==> src/rtl/tlf_pkg.sv <==
// shared types and constants for the trace line filter
// no dependencies; imported by every rtl file of the block
`default_nettype none

package tlf_pkg;

	localparam int BYTE_W  = 8;
	localparam int COUNT_W = 24;
	localparam int PAT_W   = 64;
	localparam int PLEN_W  = 4;
	localparam int CFG_IDX_W = 3;

	localparam logic [COUNT_W-1:0] COUNT_MAX    = '1;
	localparam logic [BYTE_W-1:0]  NEWLINE_BYTE = 8'd10;
	localparam logic [BYTE_W-1:0]  LEVEL_MAX    = '1;

	// operation codes
	localparam logic OP_DATA = 1'b0;
	localparam logic OP_END  = 1'b1;

	// register indexes on the config port
	localparam logic [CFG_IDX_W-1:0] REG_KEEP_LEVEL     = 3'd0;
	localparam logic [CFG_IDX_W-1:0] REG_REPORT_LIMIT   = 3'd1;
	localparam logic [CFG_IDX_W-1:0] REG_THREAD_LIMIT   = 3'd2;
	localparam logic [CFG_IDX_W-1:0] REG_LEVEL_CHAR     = 3'd3;
	localparam logic [CFG_IDX_W-1:0] REG_COMMENT_CHAR   = 3'd4;
	localparam logic [CFG_IDX_W-1:0] REG_LINE_END_CHAR  = 3'd5;
	localparam logic [CFG_IDX_W-1:0] REG_THREAD_PATTERN = 3'd6;
	localparam logic [CFG_IDX_W-1:0] REG_PATTERN_LENGTH = 3'd7;

	typedef struct packed {
		logic              operation;
		logic [BYTE_W-1:0] data_byte;
	} in_item_t;

	typedef struct packed {
		logic [BYTE_W-1:0] out_byte;
		logic              is_end;
		logic              abort_line;
	} out_item_t;

	typedef struct packed {
		logic [BYTE_W-1:0]  keep_level;
		logic [COUNT_W-1:0] report_limit;
		logic [COUNT_W-1:0] thread_limit;
		logic [BYTE_W-1:0]  level_delim;
		logic [BYTE_W-1:0]  comment_mark;
		logic [BYTE_W-1:0]  line_end_char;
		logic [PAT_W-1:0]   thread_pattern;
		logic [PLEN_W-1:0]  pattern_length;
	} cfg_t;

endpackage

`default_nettype wire

==> src/rtl/tlf_cfg.sv <==
// configuration register file of the trace line filter
// depends on tlf_pkg for the register indexes and the cfg_t bundle
`default_nettype none

module tlf_cfg (
	input  wire logic                           clk,
	input  wire logic                           arst_n,
	input  wire logic                           wr_en,
	input  wire logic [tlf_pkg::CFG_IDX_W-1:0]  wr_index,
	input  wire logic [tlf_pkg::PAT_W-1:0]      wr_data,
	output tlf_pkg::cfg_t                       cfg
);
	import tlf_pkg::*;

	cfg_t cfg_q;

	always_ff @(posedge clk or negedge arst_n) begin
		if (!arst_n) begin
			cfg_q.keep_level     <= 8'd1;
			cfg_q.report_limit   <= '0;
			cfg_q.thread_limit   <= '0;
			cfg_q.level_delim    <= 8'd32;
			cfg_q.comment_mark   <= 8'd35;
			cfg_q.line_end_char  <= 8'd10;
			cfg_q.thread_pattern <= '0;
			cfg_q.pattern_length <= '0;
		end else if (wr_en) begin
			unique case (wr_index)
				REG_KEEP_LEVEL:     cfg_q.keep_level     <= wr_data[BYTE_W-1:0];
				REG_REPORT_LIMIT:   cfg_q.report_limit   <= wr_data[COUNT_W-1:0];
				REG_THREAD_LIMIT:   cfg_q.thread_limit   <= wr_data[COUNT_W-1:0];
				REG_LEVEL_CHAR:     cfg_q.level_delim    <= wr_data[BYTE_W-1:0];
				REG_COMMENT_CHAR:   cfg_q.comment_mark   <= wr_data[BYTE_W-1:0];
				REG_LINE_END_CHAR:  cfg_q.line_end_char  <= wr_data[BYTE_W-1:0];
				REG_THREAD_PATTERN: cfg_q.thread_pattern <= wr_data;
				REG_PATTERN_LENGTH: cfg_q.pattern_length <= wr_data[PLEN_W-1:0];
				default: ;
			endcase
		end
	end

	assign cfg = cfg_q;

endmodule

`default_nettype wire

==> src/rtl/tlf_match.sv <==
// thread pattern comparator over the window of recent comment bytes
// depends on tlf_pkg for widths
`default_nettype none

module tlf_match #(
	parameter int PATTERN_CHARS = 8
) (
	input  wire logic [8*PATTERN_CHARS-1:0]     recent,
	input  wire logic [tlf_pkg::PAT_W-1:0]      pattern,
	input  wire logic [tlf_pkg::PLEN_W-1:0]     plen,
	output logic                                hit
);
	import tlf_pkg::*;

	logic [PATTERN_CHARS:1] len_hit;

	// newest byte sits at the top; a pattern of length l lines up with the top l bytes
	always_comb begin
		for (int l = 1; l <= PATTERN_CHARS; l++) begin
			len_hit[l] = 1'b1;
			for (int k = 0; k < l; k++) begin
				if (recent[8*(PATTERN_CHARS-l+k) +: 8] != pattern[8*k +: 8])
					len_hit[l] = 1'b0;
			end
		end
	end

	always_comb begin
		hit = 1'b0;
		for (int l = 1; l <= PATTERN_CHARS; l++) begin
			if (plen == PLEN_W'(l))
				hit = len_hit[l];
		end
	end

endmodule

`default_nettype wire

==> src/rtl/tlf_core.sv <==
// line state engine: classifies lines, copies kept bytes, keeps the counters
// depends on tlf_pkg and tlf_match
`default_nettype none

module tlf_core #(
	parameter int PATTERN_CHARS = 8
) (
	input  wire logic              clk,
	input  wire logic              arst_n,
	input  wire logic              advance,
	input  wire tlf_pkg::in_item_t item,
	input  wire tlf_pkg::cfg_t     cfg,
	output logic                   res_valid,
	output tlf_pkg::out_item_t     res
);
	import tlf_pkg::*;

	localparam int WIN_W = 8 * PATTERN_CHARS;
	localparam int BIL_W = $clog2(PATTERN_CHARS + 1);
	localparam logic [BIL_W-1:0] BIL_MAX = BIL_W'(PATTERN_CHARS);

	typedef enum logic [1:0] {
		PH_START,
		PH_COMMENT,
		PH_KEEP,
		PH_DROP
	} phase_t;

	phase_t             phase_q, phase_n;
	logic [BYTE_W-1:0]  dcount_q, dcount_n;
	logic [WIN_W-1:0]   recent_q, recent_n;
	logic [BIL_W-1:0]   bil_q, bil_n;
	logic               seen_q, seen_n;
	logic [COUNT_W-1:0] tcount_q, tcount_n;
	logic [COUNT_W-1:0] rcount_q, rcount_n;
	logic               stopped_q, stopped_n;

	logic [PLEN_W-1:0]  plen;
	logic [BYTE_W-1:0]  b;
	logic [WIN_W-1:0]   recent_push;
	logic [BIL_W-1:0]   bil_push;
	logic               seen_push;
	logic               hit;
	logic [BYTE_W-1:0]  dcount_copy;
	logic               copy_emit;
	logic               thread_ok;

	function automatic logic is_alnum(input logic [BYTE_W-1:0] v);
		return (v >= 8'd48 && v <= 8'd57) || (v >= 8'd65 && v <= 8'd90) ||
			(v >= 8'd97 && v <= 8'd122);
	endfunction

	assign b    = item.data_byte;
	assign plen = (cfg.pattern_length > PLEN_W'(PATTERN_CHARS)) ?
		PLEN_W'(PATTERN_CHARS) : cfg.pattern_length;

	// comment window shift and pattern test
	assign recent_push = {b, recent_q[WIN_W-1:8]};
	assign bil_push    = (bil_q < BIL_MAX) ? bil_q + 1'b1 : bil_q;

	tlf_match #(.PATTERN_CHARS(PATTERN_CHARS)) u_match (
		.recent  (recent_push),
		.pattern (cfg.thread_pattern),
		.plen    (plen),
		.hit     (hit)
	);

	assign seen_push = seen_q || (plen == '0) ||
		((PLEN_W'(bil_push) >= plen) && hit);

	// level cut for kept bytes
	assign dcount_copy = (b == cfg.level_delim && dcount_q < LEVEL_MAX) ?
		dcount_q + 1'b1 : dcount_q;
	assign copy_emit   = dcount_copy < cfg.keep_level;
	assign thread_ok   = (cfg.thread_limit == '0) || (tcount_q < cfg.thread_limit);

	always_comb begin
		phase_n   = phase_q;
		dcount_n  = dcount_q;
		recent_n  = recent_q;
		bil_n     = bil_q;
		seen_n    = seen_q;
		tcount_n  = tcount_q;
		rcount_n  = rcount_q;
		stopped_n = stopped_q;
		res_valid = 1'b0;
		res       = '0;

		if (item.operation == OP_END) begin
			res_valid      = 1'b1;
			res.is_end     = 1'b1;
			res.abort_line = !stopped_q && phase_q == PH_KEEP;
			phase_n   = PH_START;
			dcount_n  = '0;
			recent_n  = '0;
			bil_n     = '0;
			seen_n    = 1'b0;
			tcount_n  = '0;
			rcount_n  = '0;
			stopped_n = 1'b0;
		end else if (!stopped_q) begin
			if (b == cfg.line_end_char) begin
				unique case (phase_q)
					PH_START: begin
						if (cfg.comment_mark == '0 && plen == '0)
							tcount_n = '0;
					end
					PH_COMMENT: begin
						if (seen_q)
							tcount_n = '0;
					end
					PH_KEEP: begin
						res_valid    = 1'b1;
						res.out_byte = NEWLINE_BYTE;
						if (rcount_q < COUNT_MAX)
							rcount_n = rcount_q + 1'b1;
						if (tcount_q < COUNT_MAX)
							tcount_n = tcount_q + 1'b1;
					end
					default: ;
				endcase
				phase_n  = PH_START;
				dcount_n = '0;
				recent_n = '0;
				bil_n    = '0;
				seen_n   = 1'b0;
				stopped_n = (cfg.report_limit != '0) && (rcount_n >= cfg.report_limit);
			end else begin
				unique case (phase_q)
					PH_START: begin
						if (b == cfg.comment_mark) begin
							phase_n  = PH_COMMENT;
							recent_n = recent_push;
							bil_n    = bil_push;
							seen_n   = seen_push;
						end else if (is_alnum(b) && thread_ok) begin
							phase_n      = PH_KEEP;
							dcount_n     = dcount_copy;
							res_valid    = copy_emit;
							res.out_byte = b;
						end else begin
							phase_n = PH_DROP;
						end
					end
					PH_COMMENT: begin
						recent_n = recent_push;
						bil_n    = bil_push;
						seen_n   = seen_push;
					end
					PH_KEEP: begin
						dcount_n     = dcount_copy;
						res_valid    = copy_emit;
						res.out_byte = b;
					end
					default: ;
				endcase
			end
		end
	end

	always_ff @(posedge clk or negedge arst_n) begin
		if (!arst_n) begin
			phase_q   <= PH_START;
			dcount_q  <= '0;
			recent_q  <= '0;
			bil_q     <= '0;
			seen_q    <= 1'b0;
			tcount_q  <= '0;
			rcount_q  <= '0;
			stopped_q <= 1'b0;
		end else if (advance) begin
			phase_q   <= phase_n;
			dcount_q  <= dcount_n;
			recent_q  <= recent_n;
			bil_q     <= bil_n;
			seen_q    <= seen_n;
			tcount_q  <= tcount_n;
			rcount_q  <= rcount_n;
			stopped_q <= stopped_n;
		end
	end

endmodule

`default_nettype wire

==> src/rtl/trace_line_filter_top.sv <==
// trace line filter top level: input register, line engine, result register
// depends on tlf_pkg, tlf_cfg and tlf_core (which uses tlf_match)
// path: a request passes the input register and then the result register before its result is offered
// throughput: one byte per cycle while out_ready is high; no iteration anywhere
// reset: arst_n clears all line state, counters and both valid flags, and loads
// the register reset values; no clearing pass, the block takes requests at once
`default_nettype none

module trace_line_filter_top #(
	parameter int PATTERN_CHARS = 8
) (
	input  wire logic                          clk,
	input  wire logic                          arst_n,
	// byte request channel
	input  wire logic                          in_valid,
	output logic                               in_ready,
	input  wire tlf_pkg::in_item_t             in_data,
	// result channel
	output logic                               out_valid,
	input  wire logic                          out_ready,
	output tlf_pkg::out_item_t                 out_data,
	// register write channel
	input  wire logic                          cfg_valid,
	output logic                               cfg_ready,
	input  wire logic [tlf_pkg::CFG_IDX_W-1:0] cfg_index,
	input  wire logic [tlf_pkg::PAT_W-1:0]     cfg_wdata
);
	import tlf_pkg::*;

	// input register stage
	logic      valid_s1;
	in_item_t  item_s1;

	// result register
	logic      out_valid_q;
	out_item_t out_data_q;

	cfg_t      cfg;
	logic      advance;
	logic      res_valid;
	out_item_t res;

	// the register file is always free; writes must come only while the filter is idle (not enforced here)
	assign cfg_ready = 1'b1;

	tlf_cfg u_cfg (
		.clk      (clk),
		.arst_n   (arst_n),
		.wr_en    (cfg_valid && cfg_ready),
		.wr_index (cfg_index),
		.wr_data  (cfg_wdata),
		.cfg      (cfg)
	);

	// stage 1 moves on whenever the result register is empty or being emptied,
	// whether or not this byte produces a result
	assign advance  = valid_s1 && (!out_valid_q || out_ready);
	assign in_ready = !valid_s1 || advance;

	always_ff @(posedge clk or negedge arst_n) begin
		if (!arst_n) begin
			valid_s1 <= 1'b0;
		end else if (in_ready) begin
			valid_s1 <= in_valid;
		end
	end

	// payload register, no reset needed
	always_ff @(posedge clk) begin
		if (in_valid && in_ready) begin
			item_s1 <= in_data;
		end
	end

	// line engine: state update and result decision in one pass
	tlf_core #(.PATTERN_CHARS(PATTERN_CHARS)) u_core (
		.clk       (clk),
		.arst_n    (arst_n),
		.advance   (advance),
		.item      (item_s1),
		.cfg       (cfg),
		.res_valid (res_valid),
		.res       (res)
	);

	// result register: loads on advance, drains when taken
	always_ff @(posedge clk or negedge arst_n) begin
		if (!arst_n) begin
			out_valid_q <= 1'b0;
		end else if (advance) begin
			out_valid_q <= res_valid;
		end else if (out_ready) begin
			out_valid_q <= 1'b0;
		end
	end

	always_ff @(posedge clk) begin
		if (advance && res_valid) begin
			out_data_q <= res;
		end
	end

	assign out_valid = out_valid_q;
	assign out_data  = out_data_q;

endmodule

`default_nettype wire

==> config.mk <==
export PLATFORM = sky130hd
export DESIGN_NAME = trace_line_filter_top
export DESIGN_NICKNAME = d
export VERILOG_FILES = /design/src/rtl/tlf_pkg.sv /design/src/rtl/tlf_cfg.sv /design/src/rtl/tlf_match.sv /design/src/rtl/tlf_core.sv /design/src/rtl/trace_line_filter_top.sv
export SDC_FILE = /design/constraint.sdc
export NUM_CORES = 1
export LEC_CHECK = 0
export ABC_CLOCK_PERIOD_IN_PS = 6700
export BUFFER_PORTS_ARGS = -buffer_cell sky130_fd_sc_hd__buf_2
export CORE_UTILIZATION = 51
export CTS_CLUSTER_DIAMETER = 50
export CTS_CLUSTER_SIZE = 28
export DETAILED_ROUTE_END_ITERATION = 8
export GPL_ROUTABILITY_DRIVEN = 0
export HOLD_SLACK_MARGIN = 0.15
export PLACE_DENSITY = 0.73
export SYNTH_ARGS = -nofsm -noshare
export SYNTH_HDL_FRONTEND = slang
export SYNTH_HIERARCHICAL = 1
export SYNTH_SLANG_ARGS = --single-unit
export TNS_END_PERCENT = 50
==> constraint.sdc <==
create_clock -name clk -period 6.7 [get_ports clk]
set_clock_uncertainty 0.15 [all_clocks]
set_input_delay 1.34 -clock clk [delete_from_list [all_inputs] [get_ports clk]]
set_output_delay 1.34 -clock clk [all_outputs]
set_load 0.05 [all_outputs]
# Word level (Yosys, flattened, before mapping)
# Cells that the tools add are included.
[totals]
reg_bits = 297
in_bits = 81
output_inout_bits = 13
word_cells = 260
[classes]
n_addsub = 4
order_cmp = 15
eq_ne = 63
mux = 107
reduce_logical = 48
[ops]
columns = ["cell", "count"]
rows = [
  ["$mux W24", 14],
  ["$ne A8 B8 Y1", 36],
  ["$mux W64", 4],
  ["$pmux W64 S2", 1],
  ["$mux W8", 9],
  ["$pmux W24 S3", 1],
  ["$mux W1", 60],
  ["$add A24 B1 Y24 const B", 2],
  ["$lt A24 B24 Y1 const B", 2],
  ["$pmux W8 S2", 2],
  ["$mux W4", 7],
  ["$eq A8 B8 Y1", 3],
  ["$ge A24 B24 Y1", 1],
  ["$logic_not A24 Y1", 1],
  ["$lt A24 B24 Y1", 1],
  ["$reduce_bool A24 Y1", 1],
  ["$eq A4 B3 Y1 const B", 4],
  ["$ge A8 B7 Y1 const B", 2],
  ["$le A8 B7 Y1 const B", 2],
  ["$reduce_and A2 Y1", 8],
  ["$eq A3 B3 Y1 const B", 4],
  ["$logic_and A1 B1 Y1", 12],
  ["$mux W2", 6],
  ["$reduce_bool A4 Y1", 3],
  ["36 further kinds", 51],
]

# Depth between registers and ports, before layout
[logic_depth]
depth_word = 18
depth_mapped = 18
depth_no_buf = 17

# Cells and area by module
# Netlist, hierarchy kept.
[by_module_without_submodules]
columns = ["module", "n_inst", "cells_each", "area_per_inst_um2"]
rows = [
  ["tlf_core", 1, 982, 8222.9],
  ["tlf_cfg", 1, 322, 5760.5],
  ["tlf_match", 1, 475, 3623.5],
  ["trace_line_filter_top", 1, 31, 690.7],
]

# Least setup slack after synthesis
# Ideal clock, no wire load.
[synth_path]
path_kind = "register to register"
start = "register item_s1[4] (netlist name)"
end = "register out_data_q, in the netlist out_data[0] (enable)"
t_arrival_ns = 3.528
t_required_ns = 6.173
setup_slack_ns = 2.645
stages_incl_launch_ff = 19
n_path_buf = 2
path_cell_list = "edfxtp_1 > buf_2 > xor2_1 > nor4_1 > and3_1 > buf_2 > nand4_1 > or2_1 > nor2_1 > xor2_1 > ha_1 > nand3_1 > nor2_1 > a221oi_1 > o211ai_1 > a31oi_1 > a211o_1 > nand2_1 > nor2b_1"
[synth_via]
elab_chain_len = 12
elab_cells_between_ends = 25
cone_classes = "7 x order compare; 3 x eq/ne; 7 x mux; 8 x reduce/logical"
[synth_lines]
columns = ["element", "line_no", "source"]
rows = [
  ["start, declared", "trace_line_filter_top.sv:32", "in_item_t item_s1;"],
  ["start signal, assigned", "trace_line_filter_top.sv:71", "item_s1 <= in_data;"],
  ["branches (longest 8 deep; another with $lt A8 B8 Y1)", "-", ""],
  ["$mux W1 (*)", "tlf_core.sv:102", "if (b == cfg.line_end_char) begin"],
  ["$mux W1 (*)", "tlf_core.sv:101", "end else if (!stopped_q) begin"],
  ["$mux W1 (*)", "tlf_core.sv:89", "if (item.operation == OP_END) begin"],
  ["net res_valid", "trace_line_filter_top.sv:40", "logic res_valid;"],
  ["$logic_and A1 B1 Y1 (*)", "trace_line_filter_top.sv:98", "if (advance && res_valid) begin"],
  ["end signal, assigned", "trace_line_filter_top.sv:99", "out_data_q <= res;"],
  ["end, declared", "trace_line_filter_top.sv:36", "out_item_t out_data_q;"],
]
# Mark *: on every way through the listed nets, which the timed path passes.
# A chain may end at the register's enable or synchronous reset.

# Final worst setup path
[layout_path]
start = "register item_s1[6] (netlist name)"
end = "register out_data_q, in the netlist out_data[9] (enable)"
# The elaborated chain is that of the path after synthesis.

==> results.toml <==
[outcome]
status = "finished with violations"
violations = "design-rule violations"

[worst_setup_path]
reg2reg_from = "item_s1[6]$_DFFE_PP_"
required_ns = 6.77
endpoint_kind = "flop"
crit_chain = "xor2_1 -> nor4_1 -> and3_1 -> nand4_1 -> or2_1 -> nor2_1 -> xor2_1 -> ha_1 -> nand3_1 -> nor2_1 -> a221oi_1 -> o211ai_1 -> a31oi_1 -> a211o_1 -> nand2_1 -> nor2b_1"
cpPeakStageDelay_ns = 1.02
cp_max_fo = 16
crit_slowest_cell = "edfxtp_1"
cp_data_arrival_time_ns = 5.30
setup.worst_path.class = "reg -> reg"
cp-start-kind = "flop"
crit_start = "item_s1[6]$_DFFE_PP_"

[die]
fp.dieW_um = 191
ioPinCount = 94
core_sq_mm = 0.0354
initial_core_util_pct = 51.7
rows = 69
die_h_um = 191
die_area_sq_mm = 0.0366

[sta]
finalHoldViolations = 0
setup_viol = 0
fmax_mhz = 191
fin_crit_ns = 5.23
grt_setup_unrepaired = "false"
slew_viol_final = 0
worst_pin_slew_ns = 1.11
period_share_pct = 78.0
slew_headroom_pct = 26.3
setup_tns_ns = 0

[flow_run]
cap_violations = 0

[layout]
syn_to_final_growth_pct = 7.99
drive_above_1_share_pct = 19.2
nNetsFinal = 1949
antennaDiodeCount = 0
final_cell_area_sq_mm = 0.0198
fill_cells = 3011
instances_no_fill = 2292
multi_input_area_sq_mm = 0.00992
regArea_sq_mm = 0.00734

[yosys]
seq_area_frac_synth_pct = 40.1
avgSynthCellArea_sq_um = 10.1
synth-main-ff-cell = "dfrtp_1"
synthCells = 1810
async_flop_share_pct = 93.4
yosys-top-cells-count = "263 x dfrtp_1, 227 x xnor2_1, 191 x nand2_1"
syn_area_sq_mm = 0.0183
yosysMostFrequentCell = "dfrtp_1"
synth_edf_count = 19
yosys.area.top_type = "dfrtp_1"
synth_cell_types = 73
synth_area_leaders = "dfrtp_1 36%, xnor2_1 11%, mux2_2 7.6%"
synth-seq-cells = 289
synth_top_area_share_pct = 36.0
syn-num-nets = 1953
ys.warnings.count = 6

[clock_tree]
cts-hold-fix-buffers = 0
cts_setup_buffers = 0
cts_root_buf = "clkbuf_16"
clockBufferDepth = 3
htree_levels = 1
cts.clk_slew.worst_paths_ns = 0.07
clock_latency_ns = 0.60
cts_tree = "done"
cts_resized = 0
cts.sinks = 289
cts_made_buffers = 31

[power]
p_sw_share_pct = 39.2
p_seq_share_pct = 43.7
p_clk_share_pct = 28.6
p_int_mw = 3.92
p_per_area_mw_per_mm2 = 326
power_mw = 6.44
cellLeakagePower_nw = 8.35
switchingPower_mw = 2.53
max-vdd-ir-drop_mv = 0.272
share_comb_of_total_power_pct = 27.7

[placement]
dp_cells = 2234
dp_hpwl_um = 35600
io_buffers = 92
placed_area_sq_mm = 0.0186

[route]
postRouteAntennaNets = 0
routedWlPerCell_um = 22.3
drc_errors = 1
totalWireLength_um = 51000
drtPass1Iterations = 9
via_per_inst = 6.09
drt-initial-drc-count = 1395
vias = 13962

[grt]
grt_util_all_layers_pct = 28.1
grt_max_degree = 158
grt_pass1_vias = 13705
grt_first_pass_wirelength_um = 79200
grt.overflow.total = 0
grt_antenna_before_repair = 1

[worst_hold_path]
min_from = "u_cfg/cfg[141]$_DFFE_PN0P_"
hold_path_class = "reg -> reg"
## placed cells by master (no fill, tap or decap), drive strengths merged, types with 4 or more instances in the layout
| cell | n |
|---|---|
| xnor2 | 227 |
| a21oi | 29 |
| buf | 104 |
| and4 | 12 |
| nand3 | 40 |
| nand4 | 75 |
| dfrtp | 263 |
| a21o | 12 |
| a31oi | 27 |
| nor2 | 48 |
| a211oi | 4 |
| nor2b | 5 |
| a2111oi | 4 |
| dfstp | 7 |
| xor2 | 117 |
| nand2 | 192 |
| nand2b | 16 |
| or4 | 7 |
| and3 | 18 |
| clkinv | 12 |
| clkbuf | 32 |
| mux2 | 151 |
| inv | 75 |
| o31ai | 15 |
| and2 | 14 |
| o21ai | 124 |
| mux2i | 5 |
| edfxtp | 19 |
| a22o | 4 |
| nor4 | 55 |
| nor3 | 17 |
| ha | 62 |
## worst paths after layout
kind,slack [ns],cells past startpoint,endpoint
worst max-delay path,1.47,16,out_data[9]$_DFFE_PP_
worst min-delay path,0.36,1,u_cfg/cfg[141]$_DFFE_PN0P_
worst max register to register,1.47,16,out_data[9]$_DFFE_PP_
worst min register to register,0.36,1,u_cfg/cfg[141]$_DFFE_PN0P_
max in group asynchronous,4.42,2,u_core/rcount_q[16]$_DFFE_PN0P_
min in group asynchronous,0.59,1,u_cfg/cfg[31]$_DFFE_PN0P_
## cell type report
| type | instances | share of cell area (%) |
|---|---|---|
| Clock buffer | 32 | 3.95 |
| Sequential cell | 289 | 37.1 |
| Multi-Input combinational cell | 1318 | 50.2 |
| Tap cell | 461 | 2.92 |
| Inverter | 62 | 1.18 |
| Clock inverter | 26 | 1.75 |
| Timing Repair Buffer | 104 | 2.90 |
## routing by layer
metal	vias up	GRT usage (%)	wire length [um]
met4	2	13.4	2700
met2	731	43.7	22900
li1	6275	-	-
met1	6740	37.9	21100
met5	-	0	11
met3	214	4.87	4350
## critical path: cells and delay by family (launching register included)
kind / cells / cell delay [ns]
AO/OA/AOI/OAI: 4 / 0.81
flip-flops: 1 / 1.02
adder cells (fa/ha/maj): 1 / 0.27
XOR/XNOR: 2 / 0.33
AND/OR/NAND/NOR: 9 / 2.27
## sequential cells by signal, indices dropped and copies added, names as in the netlist
| signal | count |
|---|---|
| u_core/dcount_q | 8 |
| u_core/recent_q | 56 |
| u_core/bil_q | 4 |
| u_core/phase_q | 2 |
| u_core/stopped_q | 1 |
| out_valid | 1 |
| u_core/seen_q | 1 |
| u_core/rcount_q | 24 |
| item_s1 | 9 |
| u_cfg/cfg | 148 |
| valid_s1 | 1 |
| out_data | 10 |
| u_core/tcount_q | 24 |
## through the flow
stage,hold slack (ns),util [%],worst slack (ns)
global placement,0.335,52.6,1.85
finish,0.358,55.8,1.47
detailed placement,0.342,52.6,1.64
global route,0.368,55.8,1.13
floorplan,0.314,-,2.65
CTS,0.360,55.8,1.55
## cell families (layout without fill, tap and decap cells)
logic type | Yosys count | in the layout | synth area share (%)
DFF | 289 | 289 | 40.1
xor gates and xnor gates | 344 | 344 | 16.5
other | 1 | 1 | 0.0205
adders and majority gates | 62 | 62 | 4.24
muxes | 156 | 156 | 10.1
buffers and inverters | 203 | 224 | 5.81
AOI/OAI and AO/OA | 241 | 241 | 8.40
and+or+nand+nor | 514 | 514 | 14.8
## power by group through the flow
stage | clock, mW | combinational (mW) | sequential, mW
floorplan | 0 | 1.69 | 2.35
global placement | 0 | 1.68 | 2.80
detailed placement | 0 | 1.73 | 2.81
CTS | 1.88 | 1.75 | 2.78
global route | 1.95 | 1.94 | 2.83
finish | 1.84 | 1.78 | 2.82
Note: power is estimated with default switching activity, not from simulation.
